`config.mk`:
```
export PLATFORM = sky130hd
export DESIGN_NAME = joystick_motor_command_core
export DESIGN_NICKNAME = d
export VERILOG_FILES = /design/src/design/jmc_pkg.sv /design/src/design/jmc_div.sv /design/src/design/joystick_motor_command_core.sv
export SDC_FILE = /design/constraint.sdc
export NUM_CORES = 1
export LEC_CHECK = 0
export BUFFER_PORTS_ARGS = -buffer_cell sky130_fd_sc_hd__buf_4
export CAP_MARGIN = 5
export CORE_MARGIN = 5
export CORE_UTILIZATION = 46
export DETAILED_ROUTE_END_ITERATION = 12
export SLEW_MARGIN = 25
export SYNTH_ARGS = -nofsm -noshare
export SYNTH_HDL_FRONTEND = slang
export SYNTH_SLANG_ARGS = --single-unit
```
`constraint.sdc`:
```
create_clock -name clock -period 14.25 [get_ports clock]
set_input_delay 1.425 -clock clock [delete_from_list [all_inputs] [get_ports clock]]
set_output_delay 1.425 -clock clock [all_outputs]
set_load 0.02 [all_outputs]
```
`src/design/jmc_pkg.sv`:
```
`default_nettype none

package jmc_pkg;

   localparam int AXIS_W    = 16;
   localparam int SPEED_W   = 17;
   localparam int DZ_W      = 15;
   localparam int CFG_W     = 16;
   localparam int NUM_W     = 32;
   localparam int REQ_DATA_W = 48;
   localparam int RSP_DATA_W = 56;
   localparam int CSR_IDX_W = 2;

   localparam logic [DZ_W-1:0]  DZ_FULL      = 15'h7fff;
   localparam logic [DZ_W-1:0]  RST_DEADZONE = 15'd1200;
   localparam logic [CFG_W-1:0] RST_MAX_SPD  = 16'd40000;
   localparam logic [CFG_W-1:0] RST_BTN_SPD  = 16'd10000;
   localparam logic [CFG_W-1:0] RST_TIMEOUT  = 16'd500;

   localparam logic [CSR_IDX_W-1:0] CSR_DEADZONE = 2'd0;
   localparam logic [CSR_IDX_W-1:0] CSR_MAX_SPD  = 2'd1;
   localparam logic [CSR_IDX_W-1:0] CSR_BTN_SPD  = 2'd2;
   localparam logic [CSR_IDX_W-1:0] CSR_TIMEOUT  = 2'd3;

   localparam logic REQ_PACKET = 1'b0;
   localparam logic REQ_TICK   = 1'b1;

   typedef enum logic [3:0] {
      ST_IDLE  = 4'b0001,
      ST_SETUP = 4'b0010,
      ST_DIV   = 4'b0100,
      ST_FIN   = 4'b1000
   } state_type;

   // magnitude plus sign to a 17-bit two's complement speed
   function automatic logic [SPEED_W-1:0] apply_sign(input logic neg,
                                                     input logic [CFG_W-1:0] mag);
      logic [SPEED_W-1:0] ext;
      ext = {1'b0, mag};
      apply_sign = neg ? (~ext + 17'd1) : ext;
   endfunction

endpackage

`default_nettype wire

```
`src/design/jmc_div.sv`:
```
`default_nettype none

module jmc_div
   import jmc_pkg::*;
(
   input  wire logic             clock,
   input  wire logic             reset,
   input  wire logic             start,
   input  wire logic [NUM_W-1:0] dividend,
   input  wire logic [DZ_W-1:0]  divisor,
   output logic                  busy,
   output logic                  done,
   output logic [NUM_W-1:0]      quotient
);

   localparam int CNT_W = $clog2(NUM_W);

   logic [NUM_W-1:0] quo_ff, quo_in;
   logic [DZ_W-1:0]  rem_ff, rem_in;
   logic [DZ_W-1:0]  dvs_ff, dvs_in;
   logic [CNT_W-1:0] cnt_ff, cnt_in;
   logic             busy_ff, busy_in;
   logic             done_ff, done_in;

   logic [DZ_W:0]    shifted;
   logic [DZ_W:0]    diff;
   logic             ge;

   // one restoring step per cycle; dividend shifts out of the top of quo_ff
   always_comb begin
      shifted = {rem_ff, quo_ff[NUM_W-1]};
      diff    = shifted - {1'b0, dvs_ff};
      ge      = shifted >= {1'b0, dvs_ff};
   end

   always_comb begin
      quo_in  = quo_ff;
      rem_in  = rem_ff;
      dvs_in  = dvs_ff;
      cnt_in  = cnt_ff;
      busy_in = busy_ff;
      done_in = 1'b0;
      if (start) begin
         quo_in  = dividend;
         rem_in  = '0;
         dvs_in  = divisor;
         cnt_in  = '1;
         busy_in = 1'b1;
      end else if (busy_ff) begin
         quo_in = {quo_ff[NUM_W-2:0], ge};
         rem_in = ge ? diff[DZ_W-1:0] : shifted[DZ_W-1:0];
         cnt_in = cnt_ff - 1'b1;
         if (cnt_ff == '0) begin
            busy_in = 1'b0;
            done_in = 1'b1;
         end
      end
   end

   always_ff @(posedge clock) begin
      quo_ff <= quo_in;
      rem_ff <= rem_in;
      dvs_ff <= dvs_in;
      cnt_ff <= cnt_in;
      if (reset) begin
         busy_ff <= 1'b0;
         done_ff <= 1'b0;
      end else begin
         busy_ff <= busy_in;
         done_ff <= done_in;
      end
   end

   assign busy     = busy_ff;
   assign done     = done_ff;
   assign quotient = quo_ff;

endmodule

`default_nettype wire

```
`src/design/joystick_motor_command_core.sv`:
```
`default_nettype none

// Packet: the left axis, then the right, each passes through one shared
// 32-step restoring divider; an axis in the deadzone or at full deadzone
// skips the divider. The next word is accepted once the result loads into
// the output register, not while the result waits for the output to free.
// Tick: a silent tick leaves the block idle; a failsafe tick goes to the result.
// Reset (synchronous, active high): register defaults; clears history, valids.
module joystick_motor_command_core
   import jmc_pkg::*;
(
   input  wire logic                  clock,
   input  wire logic                  reset,
   input  wire logic                  req_tvalid,
   output logic                       req_tready,
   // left_y[15:0], right_y[31:16], button_word[47:32]
   input  wire logic [REQ_DATA_W-1:0] req_tdata,
   // req_type[0]
   input  wire logic                  req_tuser,
   output logic                       rsp_tvalid,
   input  wire logic                  rsp_tready,
   // speed_left[16:0], speed_right[33:17], speed_aux[50:34],
   // fx_start[51], fx_stop[52], zero[55:53]
   output logic [RSP_DATA_W-1:0]      rsp_tdata,
   // failsafe[0]
   output logic                       rsp_tuser,
   input  wire logic                  csr_valid,
   output logic                       csr_ready,
   input  wire logic [CSR_IDX_W-1:0]  csr_index,
   input  wire logic [CFG_W-1:0]      csr_data
);

   state_type            state_ff, state_in;
   logic                 axis_ff, axis_in;
   logic [AXIS_W-1:0]    ly_ff, ly_in;
   logic [AXIS_W-1:0]    ry_ff, ry_in;
   logic                 neg_ff, neg_in;
   logic [SPEED_W-1:0]   spd_l_ff, spd_l_in;
   logic [SPEED_W-1:0]   spd_r_ff, spd_r_in;
   logic [SPEED_W-1:0]   aux_ff, aux_in;
   logic                 fxs_ff, fxs_in;
   logic                 fxp_ff, fxp_in;
   logic                 fail_ff, fail_in;
   logic [AXIS_W-1:0]    prev_btn_ff, prev_btn_in;
   logic [CFG_W-1:0]     sil_ff, sil_in;
   logic [DZ_W-1:0]      dz_ff, dz_in;
   logic [CFG_W-1:0]     max_ff, max_in;
   logic [CFG_W-1:0]     bspd_ff, bspd_in;
   logic [CFG_W-1:0]     tmo_ff, tmo_in;
   logic                 rsp_valid_ff, rsp_valid_in;
   logic [RSP_DATA_W-1:0] rsp_data_ff, rsp_data_in;
   logic                 rsp_fail_ff, rsp_fail_in;

   logic                 req_acc;
   logic                 csr_acc;
   logic                 out_free;
   logic [AXIS_W-1:0]    btn;
   logic [AXIS_W-1:0]    rise;
   logic [CFG_W-1:0]     amag;
   logic [CFG_W-1:0]     sil_inc;

   logic [AXIS_W-1:0]    axis_raw;
   logic [SPEED_W-1:0]   v17;
   logic [SPEED_W-1:0]   mag17;
   logic [CFG_W-1:0]     mag;
   logic [CFG_W-1:0]     diff;
   logic [NUM_W-1:0]     product;
   logic [CFG_W-1:0]     clamped;
   logic [SPEED_W-1:0]   axis_res;
   logic                 axis_res_valid;

   logic                 div_start;
   logic                 div_busy;
   logic                 div_done;
   logic [NUM_W-1:0]     div_quo;

   assign req_tready = (state_ff == ST_IDLE);
   assign req_acc    = req_tvalid && req_tready;
   assign csr_ready  = 1'b1;
   assign csr_acc    = csr_valid && csr_ready;
   assign out_free   = !rsp_valid_ff || rsp_tready;

   assign btn     = req_tdata[47:32];
   assign rise    = btn & ~prev_btn_ff;
   assign amag    = (bspd_ff > max_ff) ? max_ff : bspd_ff;
   assign sil_inc = (sil_ff == '1) ? sil_ff : sil_ff + 1'b1;

   // current axis: left is negated, done at 17 bits so -32768 maps to +32768
   always_comb begin
      axis_raw = axis_ff ? ry_ff : ly_ff;
      v17      = {axis_raw[AXIS_W-1], axis_raw};
      if (!axis_ff) begin
         v17 = ~v17 + 17'd1;
      end
      mag17    = v17[SPEED_W-1] ? (~v17 + 17'd1) : v17;
      mag      = mag17[CFG_W-1:0];
      diff     = mag - {1'b0, dz_ff};
      product  = diff * max_ff;
      clamped  = (div_quo > {16'd0, max_ff}) ? max_ff : div_quo[CFG_W-1:0];
   end

   jmc_div u_div (
      .clock    (clock),
      .reset    (reset),
      .start    (div_start),
      .dividend (product),
      .divisor  (DZ_FULL - dz_ff),
      .busy     (div_busy),
      .done     (div_done),
      .quotient (div_quo)
   );

   always_comb begin
      state_in     = state_ff;
      axis_in      = axis_ff;
      ly_in        = ly_ff;
      ry_in        = ry_ff;
      neg_in       = neg_ff;
      spd_l_in     = spd_l_ff;
      spd_r_in     = spd_r_ff;
      aux_in       = aux_ff;
      fxs_in       = fxs_ff;
      fxp_in       = fxp_ff;
      fail_in      = fail_ff;
      prev_btn_in  = prev_btn_ff;
      sil_in       = sil_ff;
      rsp_valid_in = rsp_valid_ff && !rsp_tready;
      rsp_data_in  = rsp_data_ff;
      rsp_fail_in  = rsp_fail_ff;
      div_start    = 1'b0;
      axis_res       = '0;
      axis_res_valid = 1'b0;

      dz_in   = dz_ff;
      max_in  = max_ff;
      bspd_in = bspd_ff;
      tmo_in  = tmo_ff;
      if (csr_acc) begin
         case (csr_index)
            CSR_DEADZONE: dz_in   = csr_data[DZ_W-1:0];
            CSR_MAX_SPD:  max_in  = csr_data;
            CSR_BTN_SPD:  bspd_in = csr_data;
            CSR_TIMEOUT:  tmo_in  = csr_data;
            default:      dz_in   = dz_ff;
         endcase
      end

      case (state_ff)
         ST_IDLE: begin
            if (req_acc) begin
               if (req_tuser == REQ_TICK) begin
                  sil_in = sil_inc;
                  if (sil_inc > tmo_ff) begin
                     spd_l_in = '0;
                     spd_r_in = '0;
                     aux_in   = '0;
                     fxs_in   = 1'b0;
                     fxp_in   = 1'b0;
                     fail_in  = 1'b1;
                     state_in = ST_FIN;
                  end
               end else begin
                  ly_in       = req_tdata[15:0];
                  ry_in       = req_tdata[31:16];
                  fxs_in      = rise[0];
                  fxp_in      = rise[1];
                  fail_in     = 1'b0;
                  prev_btn_in = btn;
                  sil_in      = '0;
                  axis_in     = 1'b0;
                  if (btn[2] && !btn[3]) begin
                     aux_in = apply_sign(1'b0, amag);
                  end else if (!btn[2] && btn[3]) begin
                     aux_in = apply_sign(1'b1, amag);
                  end else begin
                     aux_in = '0;
                  end
                  state_in = ST_SETUP;
               end
            end
         end
         ST_SETUP: begin
            neg_in = v17[SPEED_W-1];
            if (mag < {1'b0, dz_ff}) begin
               axis_res_valid = 1'b1;
            end else if (dz_ff == DZ_FULL) begin
               axis_res       = apply_sign(v17[SPEED_W-1], max_ff);
               axis_res_valid = 1'b1;
            end else begin
               div_start = 1'b1;
               state_in  = ST_DIV;
            end
         end
         ST_DIV: begin
            if (div_done) begin
               axis_res       = apply_sign(neg_ff, clamped);
               axis_res_valid = 1'b1;
            end
         end
         ST_FIN: begin
            if (out_free) begin
               rsp_valid_in = 1'b1;
               rsp_data_in  = {3'b000, fxp_ff, fxs_ff, aux_ff, spd_r_ff, spd_l_ff};
               rsp_fail_in  = fail_ff;
               state_in     = ST_IDLE;
            end
         end
         default: begin
            state_in = ST_IDLE;
         end
      endcase

      // finished axis: store and move on to the right axis or the result
      if (axis_res_valid) begin
         if (!axis_ff) begin
            spd_l_in = axis_res;
            axis_in  = 1'b1;
            state_in = ST_SETUP;
         end else begin
            spd_r_in = axis_res;
            state_in = ST_FIN;
         end
      end
   end

   always_ff @(posedge clock) begin
      ly_ff       <= ly_in;
      ry_ff       <= ry_in;
      neg_ff      <= neg_in;
      spd_l_ff    <= spd_l_in;
      spd_r_ff    <= spd_r_in;
      aux_ff      <= aux_in;
      fxs_ff      <= fxs_in;
      fxp_ff      <= fxp_in;
      fail_ff     <= fail_in;
      rsp_data_ff <= rsp_data_in;
      rsp_fail_ff <= rsp_fail_in;
      if (reset) begin
         state_ff     <= ST_IDLE;
         axis_ff      <= 1'b0;
         prev_btn_ff  <= '0;
         sil_ff       <= '0;
         dz_ff        <= RST_DEADZONE;
         max_ff       <= RST_MAX_SPD;
         bspd_ff      <= RST_BTN_SPD;
         tmo_ff       <= RST_TIMEOUT;
         rsp_valid_ff <= 1'b0;
      end else begin
         state_ff     <= state_in;
         axis_ff      <= axis_in;
         prev_btn_ff  <= prev_btn_in;
         sil_ff       <= sil_in;
         dz_ff        <= dz_in;
         max_ff       <= max_in;
         bspd_ff      <= bspd_in;
         tmo_ff       <= tmo_in;
         rsp_valid_ff <= rsp_valid_in;
      end
   end

   assign rsp_tvalid = rsp_valid_ff;
   assign rsp_tdata  = rsp_data_ff;
   assign rsp_tuser  = rsp_fail_ff;

`ifndef SYNTHESIS
   a_fail_zero: assert property (@(posedge clock) disable iff (reset)
      rsp_tvalid && rsp_tuser |-> rsp_tdata == '0)
      else $error("failsafe word carries nonzero payload");

   a_pkt_setup: assert property (@(posedge clock) disable iff (reset)
      req_acc && (req_tuser == REQ_PACKET) |=> state_ff == ST_SETUP && !axis_ff)
      else $error("packet did not start on the left axis");

   a_div_state: assert property (@(posedge clock) disable iff (reset)
      div_busy |-> state_ff == ST_DIV)
      else $error("divider running outside the divide state");

   a_done_div: assert property (@(posedge clock) disable iff (reset)
      div_done |-> $past(div_busy))
      else $error("divider done without a running division");
`endif

endmodule

`default_nettype wire

```
==> results of run 1 <==
[cell type report]
type                       instances  area share (%)
timing repair buffer             153           4.296
tap                              688           3.144
clock inverter                    21          0.6352
multi-input combinational       1926           56.78
clock buffer                      43           3.574
inverter                         308           4.223
sequential                       297           27.35
[how the worst max path moves through the flow]
| stage | start | to | slack (ps) | depth (start not counted) |
|---|---|---|---|---|
| 6_report | axis_ff$_SDFF_PP0_ | u_div.quotient[31]$_DFFE_PP_ | 2620 | 40 |
| 5_1_grt | axis_ff$_SDFF_PP0_ | u_div.quotient[30]$_DFFE_PP_ | 1790 | 42 |
| 4_1_cts | ly_ff[0]$_DFFE_PP_ | u_div.quotient[30]$_DFFE_PP_ | 2580 | 41 |
| 3_5_place_dp | ly_ff[0]$_DFFE_PP_ | u_div.quotient[30]$_DFFE_PP_ | 2620 | 41 |
| 3_3_place_gp | ly_ff[0]$_DFFE_PP_ | u_div.quotient[31]$_DFFE_PP_ | 2760 | 39 |
| 2_1_floorplan | axis_ff$_SDFF_PP0_ | u_div.quotient[31]$_DFFE_PP_ | 3190 | 44 |
[worst register-to-register path, delay by kind of cell, from the launching register on]
kind                     cells  cell delay [ps]
AO/OA/AOI/OAI               17             4590
AND/OR/NAND/NOR              6             1220
adder cells (fa/ha/maj)      9             3910
buffers and inverters        7             1120
flip-flops                   1              340
multiplexers                 1              240
[state kept, by name, summed over array words and instances (netlist names), 2 cells and up]
signal,flops
ry_ff,16
spd_r_ff,17
u_div.rem_ff,15
rsp_tdata,53
u_div.quotient,32
tmo_ff,16
ly_ff,16
u_div.cnt_ff,5
max_ff,16
state_ff,4
bspd_ff,16
prev_btn_ff,2
aux_ff,17
u_div.dvs_ff,15
dz_ff,15
sil_ff,16
spd_l_ff,17
[cell families (layout without fill, tap and decap cells)]
| kind of cell | Yosys count | in the layout |
|---|---|---|
| AO/OA/AOI/OAI | 450 | 450 |
| flip-flops | 297 | 297 |
| adder cells (fa/ha/maj) | 385 | 385 |
| multiplexers | 96 | 96 |
| XOR/XNOR | 117 | 117 |
| other | 2 | 4 |
| AND/OR/NAND/NOR | 874 | 874 |
| buffers and inverters | 434 | 525 |
[layout by cell type, fill, tap and decap left out, types with 83 or more instances in the layout]
cell type | synthesis | final
nand2_1 | 380 | 380
inv_1 | 307 | 307
fa_1 | 196 | 196
ha_1 | 189 | 189
nor2_1 | 162 | 160
edfxtp_1 | 154 | 154
buf_4 | 4 | 151
dfxtp_1 | 143 | 143
a21oi_1 | 131 | 126
o21ai_0 | 113 | 113
and2_1 | 97 | 97
mux2i_1 | 83 | 83
[per-layer routing]
layer	GRT usage, %	routed length, µm	up-vias
li1	-	-	9073
met1	28.51	27060	9369
met2	36.56	30590	535
met3	3.427	3566	136
met4	8.480	2505	0
met5	0	0	-
[through the flow]
| step | utilization [%] | worst slack [ps] | power [W] |
|---|---|---|---|
| after detailed placement | 49.60 | 2617 | 0.005738 |
| final | 51.89 | 2620 | 0.006586 |
| after global placement | 49.58 | 2757 | 0.005698 |
| after floorplan | - | 3188 | 0.004729 |
| after CTS | 51.78 | 2579 | 0.006704 |
| after global routing | 51.89 | 1794 | 0.007363 |
[power breakdown]
part	internal (W)	switching, W	total [W]
clock network	0.000528	0.000370	0.000898
logic	0.00204	0.00266	0.00470
registers	0.000948	0.0000419	0.000990
==> out/qor.txt, run 1 <==
Number of buffers inserted to repair setup after CTS -> 0
First-pass GRT wire length -> 101.2 mm
Hpwl dp -> 48.27 mm
DP Area -> 26170 µm²
Clock buffer count from CTS -> 35
Number of pins exceeding their max-slew limit in the final report -> 0
Xor and xnor area share after synthesis -> 4.165%
Clock tree skew after final layout -> 21.42 ps
Number of buffers between clock root and the deepest sink -> 3
Startpoint of the worst register-to-register path -> axis_ff$_SDFF_PP0_
Data arrival time of the critical path -> 11980 ps
Vias in the first global route -> 19220
Final-layout fill cell count -> 4917
Endpoint of the lowest-slack register-to-register path -> u_div.quotient[31]$_DFFE_PP_
Layout cell share with drive strength beyond 1 -> 9.789%
Total overflow reported by the global router -> 0
Area of all placed cells without fillers -> 27380 µm²
Later-pin clock latency in the skew report -> 550 ps
Multiplexer share of the synthesized area -> 3.972%
Count of pins on the block boundary -> 132
Count of hold buffers inserted by post-cts repair -> 0
Post-detailed-routing wire length -> 63.72 mm
Share of Yosys cell area claimed by the top area cell type -> 18.80%
Crit start category -> register
Synth top cells by count -> 380 x nand2_1, 307 x inv_1, 196 x fa_1
Critical path class -> register to register
Slew at the pin closest to its max-slew limit -> 1110 ps
Placeable core region -> 52760 µm²
Result of the run -> finished, final reports clean
Compound-gate portion of the synthesized area -> 11.98%
Cell row count -> 84
Maximum resistive drop on vdd -> 0.5587 mV
Hold path startpoint -> aux_ff[7]$_SDFFCE_PP0P_
Remaining design rule violation count -> 0
Fmax -> 0.08599 GHz
WL per Instance -> 18.55 µm
Biggest area consumer among synthesized cells -> edfxtp_1
Die Footprint -> 58210 µm²
Capturing element type of the critical path -> register
Required arrival time at the worst endpoint -> 14600 ps
RSZ-0062 raised after global routing -> false
Reg2Reg Setup Slack -> 2620 ps
Mapped Area -> 24600 µm²
Clock root buffer -> clkbuf_16
Average instance area after synthesis -> 9.266 µm²
Global router's overall resource usage -> 21.77%
Pwr per Cell Area -> 240.6 nW/µm²
Maximum number of pins on one net before global-route repair -> 90
1st-iter DRT viols -> 1186
Slew HR -> 25.87%
Class of the tightest hold or removal check -> register to register
Syn-to-layout area delta -> 11.29%
Starting utilization of the core area -> 46.63%
Total area of multi-input combinational cells -> 15550 µm²
Largest delay contributor family on the critical path -> compound AO/OA/AOI/OAI gates
Cell count after synthesis -> 2655
Clk slew on worst S/H paths -> 60 ps
TritonCTS clock tree -> done
Routability Congestion -> 0.8999
Antenna Violating Nets Remaining -> 0
Most frequently used cell type in the post-synthesis netlist -> nand2_1
Highest-delay cell along the critical path -> o31a_1
Non-filler cells in the finished layout -> 3436
Buffers plus inverters on the worst setup path -> 7
Die height -> 241.3 µm
Predominant post-synthesis flop cell -> edfxtp_1
Die W -> 241.3 µm
Final cycle utilization of the critical path -> 81.61%
Number of max-cap violations -> 0
Detailed-router iteration count before antenna repair -> 5
Number of inserted diodes -> 0
CP max stage delay -> 760 ps
Combined flip-flop and latch cell area -> 7487 µm²
Post-layout net count -> 3178
Largest family of logic cells by synthesized area -> adder cells
Final-layout setup total negative slack -> 0 ps
Sink count of the clock tree -> 297
Via-to-Cell Ratio -> 5.563
Fraction of the mapped netlist area in adder cells -> 25.56%
Post-placement cell count -> 3370
Critical path fanouts, max -> 38
YS warnings -> 0
Register area share after synthesis -> 30.43%
Cell depth of the worst min-delay path -> 0
Leak pwr -> 11.55 nW
Count of cells along the worst register-to-register path -> 40
Worst-case hold slack -> 413.5 ps
Worst hold path endpoint -> rsp_tdata[41]$_DFFE_PP_
Count of endpoints failing setup in the final report -> 0
Share of synthesized cell area in and, or, nand and nor gates -> 16.94%
Register bit count reported by yosys -> 297
Final hold violation count -> 0
Count of input and output buffers -> 115
H-tree levels -> 2
Number of library cell types mapped by synthesis -> 84
Share of flip-flops with an asynchronous set or reset after synthesis -> 0%
Tmin final -> 11630 ps
Number of synthesized flops with an enable pin -> 154
Vias after detailed routing -> 19110
CTS resizes -> 0
Largest cells by area after synthesis -> edfxtp_1 19%, fa_1 16%, dfxtp_1 12%, ha_1 9.6%, nand2_1 5.8%
Worst path most repeated cell -> fa_1
Antenna violations before repair -> 0
(Power assumes the default switching activity.)
==> inputs of run 2 (changes only) <==
--- a/config.mk
+++ b/config.mk
@@ -5,11 +5,13 @@
 export SDC_FILE = /design/constraint.sdc
 export NUM_CORES = 1
 export LEC_CHECK = 0
+export ABC_AREA = 1
 export BUFFER_PORTS_ARGS = -buffer_cell sky130_fd_sc_hd__buf_4
 export CAP_MARGIN = 5
 export CORE_MARGIN = 5
 export CORE_UTILIZATION = 46
 export DETAILED_ROUTE_END_ITERATION = 12
+export PLACE_DENSITY = 0.65
 export SLEW_MARGIN = 25
 export SYNTH_ARGS = -nofsm -noshare
 export SYNTH_HDL_FRONTEND = slang
==> constraint.sdc (replaced) <==
create_clock -name clock -period 10 [get_ports clock]
set_input_delay 1 -clock clock [delete_from_list [all_inputs] [get_ports clock]]
set_output_delay 1 -clock clock [all_outputs]
set_load 0.02 [all_outputs]
==> run 2 against run 1 <==
Final cell count rose by 13%. Fmax rose by 22%. Clock skew fell by 6.7 ps. Area after synthesis barely moved. Die area barely moved. Via count rose by 9.0%. Synthesized cell count rose by 15%. Non-clock buffer count rose by 33.
==> out/qor.txt, run 2 <==
Result of the run -> finished, final reports clean (unchanged)
Register bit count reported by yosys -> 297 (unchanged)
Cell count after synthesis -> 3053 (was 2655)
Sink count of the clock tree -> 297 (unchanged)
Count of hold buffers inserted by post-cts repair -> 0 (unchanged)
Critical path fanouts, max -> 10 (was 38)
Starting utilization of the core area -> 46.58% (was 46.63%)
Number of max-cap violations -> 0 (unchanged)
Most frequent standard cell in the layout excluding fill and tap cells -> nand2_1 (unchanged)
Top library cells by usage in the layout, fill and taps aside -> 688 x nand2_1, 488 x inv_1, 253 x nor2_1, 196 x fa_1, 185 x ha_1 (was 380 x nand2_1, 307 x inv_1, 196 x fa_1, 189 x ha_1, 160 x nor2_1)
Count of pins on the block boundary -> 132 (unchanged)
Combined flip-flop and latch cell area -> 7491 µm² (was 7487 µm²)
1st-iter DRT viols -> 1517 (was 1186)
Largest delay contributor family on the critical path -> adder cells (was compound AO/OA/AOI/OAI gates)
Clock root buffer -> clkbuf_16 (unchanged)
Antenna Violating Nets Remaining -> 0 (unchanged)
Number of buffers between clock root and the deepest sink -> 3 (unchanged)
Crit start category -> register (unchanged)
YS warnings -> 0 (unchanged)
Largest cells by area after synthesis -> edfxtp_1 19%, fa_1 16%, dfxtp_1 12%, nand2_1 11%, ha_1 9.6% (was edfxtp_1 19%, fa_1 16%, dfxtp_1 12%, ha_1 9.6%, nand2_1 5.8%)
Fmax -> 0.1050 GHz (was 0.08599 GHz)
Remaining design rule violation count -> 0 (unchanged)
Antenna violations before repair -> 0 (unchanged)
Average instance area after synthesis -> 8.050 µm² (was 9.266 µm²)
Clk slew on worst S/H paths -> 60 ps (about the same)
Data arrival time of the critical path -> 9800 ps (was 11980 ps)
Post-layout net count -> 3630 (was 3178)
CP max stage delay -> 530 ps (was 760 ps)
Global router's overall resource usage -> 22.76% (was 21.77%)
H-tree levels -> 2 (unchanged)
Register area share after synthesis -> 30.46% (was 30.43%)
Share of Yosys cell area claimed by the top area cell type -> 18.82% (was 18.80%)
Total area of multi-input combinational cells -> 14880 µm² (was 15550 µm²)
Final cycle utilization of the critical path -> 95.28% (was 81.61%)
Number of library cell types mapped by synthesis -> 60 (was 84)
Most frequently used cell type in the post-synthesis netlist -> nand2_1 (unchanged)
Max FFs per register -> 53 (unchanged)
Placeable core region -> 52760 µm² (unchanged)
Biggest area consumer among synthesized cells -> edfxtp_1 (unchanged)
WL per Instance -> 17.39 µm (was 18.55 µm)
Routability Congestion -> 0.9619 (was 0.8999)
Clock buffer count from CTS -> 34 (was 35)
TritonCTS clock tree -> done (unchanged)
Count of endpoints failing setup in the final report -> 0 (unchanged)
Syn-to-layout area delta -> 12.56% (was 11.29%)
Vias after detailed routing -> 20830 (was 19110)
Later-pin clock latency in the skew report -> 550 ps (about the same)
Post-detailed-routing wire length -> 67.58 mm (was 63.72 mm)
Tmin final -> 9528 ps (was 11630 ps)
Worst-case hold slack -> 415.6 ps (was 413.5 ps)
Via-to-Cell Ratio -> 5.360 (was 5.563)
Vias in the first global route -> 19990 (was 19220)
Number of pins exceeding their max-slew limit in the final report -> 0 (unchanged)
Final-layout fill cell count -> 4986 (was 4917)
Count of input and output buffers -> 115 (unchanged)
Cell row count -> 84 (unchanged)
Buffers plus inverters on the worst setup path -> 13 (was 7)
Capturing element type of the critical path -> register (unchanged)
Mapped Area -> 24580 µm² (was 24600 µm²)
Total overflow reported by the global router -> 0 (unchanged)
Maximum number of pins on one net before global-route repair -> 63 (was 90)
Clock tree skew after final layout -> 14.71 ps (was 21.42 ps)
Critical path class -> register to register (unchanged)
Detailed-router iteration count before antenna repair -> 5 (unchanged)
Hpwl dp -> 52.45 mm (was 48.27 mm)
Number of inserted diodes -> 0 (unchanged)
Worst path most repeated cell -> nand2_1 (was fa_1)
Highest-delay cell along the critical path -> fa_1 (was o31a_1)
Share of flip-flops with an asynchronous set or reset after synthesis -> 0% (unchanged)
First-pass GRT wire length -> 105.9 mm (was 101.2 mm)
Slew at the pin closest to its max-slew limit -> 987.9 ps (was 1110 ps)
Synth top cells by count -> 697 x nand2_1, 490 x inv_1, 257 x nor2_1 (was 380 x nand2_1, 307 x inv_1, 196 x fa_1)
Final hold violation count -> 0 (unchanged)
Slew HR -> 34.07% (was 25.87%)
Die height -> 241.1 µm (was 241.3 µm)
Required arrival time at the worst endpoint -> 10270 ps (was 14600 ps)
Class of the tightest hold or removal check -> register to register (unchanged)
Die Footprint -> 58150 µm² (was 58210 µm²)
Predominant post-synthesis flop cell -> edfxtp_1 (unchanged)
Die W -> 241.1 µm (was 241.3 µm)
Layout cell share with drive strength beyond 1 -> 10.88% (was 9.789%)
Number of synthesized flops with an enable pin -> 154 (unchanged)
run 2: cell types whose count changed after synthesis, moves of 27 or more:
cell,previous run,this run
o21ai_0,113,176
clkbuf_1,109,68
nand2b_1,27,0
inv_1,307,490
a21oi_1,131,179
and2_1,97,1
mux2i_1,83,0
nand3_1,28,129
nand2_1,380,697
nor2_1,162,257
xnor2_1,79,31
run 2: layout make-up:
cell class                      instances  area share, %
Clock inverter                         16         0.5020
Sequential cell                       297          27.08
Inverter                              512          6.988
Tap cell                              688          3.112
Clock buffer                           46          3.351
Multi-Input combinational cell       2142          53.79
Timing Repair Buffer                  186          5.183
run 2: per-layer routing:
metal | global-route usage [%] | up-vias | part of all wire (%)
met5 | 0 | - | 0
li1 | - | 9991 | -
met2 | 37.07 | 717 | 47
met4 | 8.497 | 0 | 3.8
met1 | 30.81 | 9979 | 42
met3 | 3.680 | 146 | 6.8
run 2: final timing paths:
kind                                              start                      endpoint  slack (ps)  cells after the start
worst max-delay path                 axis_ff$_SDFF_PP0_  u_div.quotient[31]$_DFFE_PP_         470                     50
worst min-delay path            aux_ff[3]$_SDFFCE_PP0P_       rsp_tdata[37]$_DFFE_PP_         420                      0
worst max register to register       axis_ff$_SDFF_PP0_  u_div.quotient[31]$_DFFE_PP_         470                     50
worst min register to register  aux_ff[3]$_SDFFCE_PP0P_       rsp_tdata[37]$_DFFE_PP_         420                      0
run 2: kinds of logic (layout without fill, tap and decap cells):
kind of cell / count (synthesis) / after routing / share of synthesized area [%]
AOI/OAI and AO/OA: 454 / 454 / 10.05
xor gates and xnor gates: 78 / 78 / 2.780
adders and majority gates: 385 / 385 / 25.59
buffers and inverters: 616 / 760 / 9.815
DFF: 297 / 297 / 30.46
other: 2 / 4 / 0.03056
and+or+nand+nor: 1221 / 1221 / 21.27
run 2: worst register-to-register path: cells and delay by family (launching register included):
kind	cells	cell delay, ps
AOI/OAI and AO/OA	8	1180
xor gates and xnor gates	2	320
adders and majority gates	8	3620
buffers and inverters	13	1510
DFF	1	380
and+or+nand+nor	19	2250
run 2: stage by stage:
| stage | std cells | cell area, µm² | utilization, % | worst slack (ps) | setup TNS [ps] |
|---|---|---|---|---|---|
| after CTS | 3879 | 27400 | 51.94 | 22.67 | 0 |
| after detailed placement | 3817 | 26340 | 49.92 | 36.13 | 0 |
| after floorplan | 3055 | 24580 | - | 760.5 | 0 |
| after global placement | 3817 | 26340 | 49.92 | 131.5 | 0 |
| after global routing | 3887 | 27660 | 52.43 | -51.73 | -77.86 |
| final | 3887 | 27660 | 52.43 | 472.1 | 0 |
run 2: timing repair:
item | CTS | global route
gates resized for setup | 1 | 46
pin swaps | 0 | 4
endpoints found under the setup margin | 1 | 15
setup buffers | 0 | 8
Power of run 2 is not shown: default switching activity piles up to over one toggle a cycle in this logic, so the estimate is an artifact.
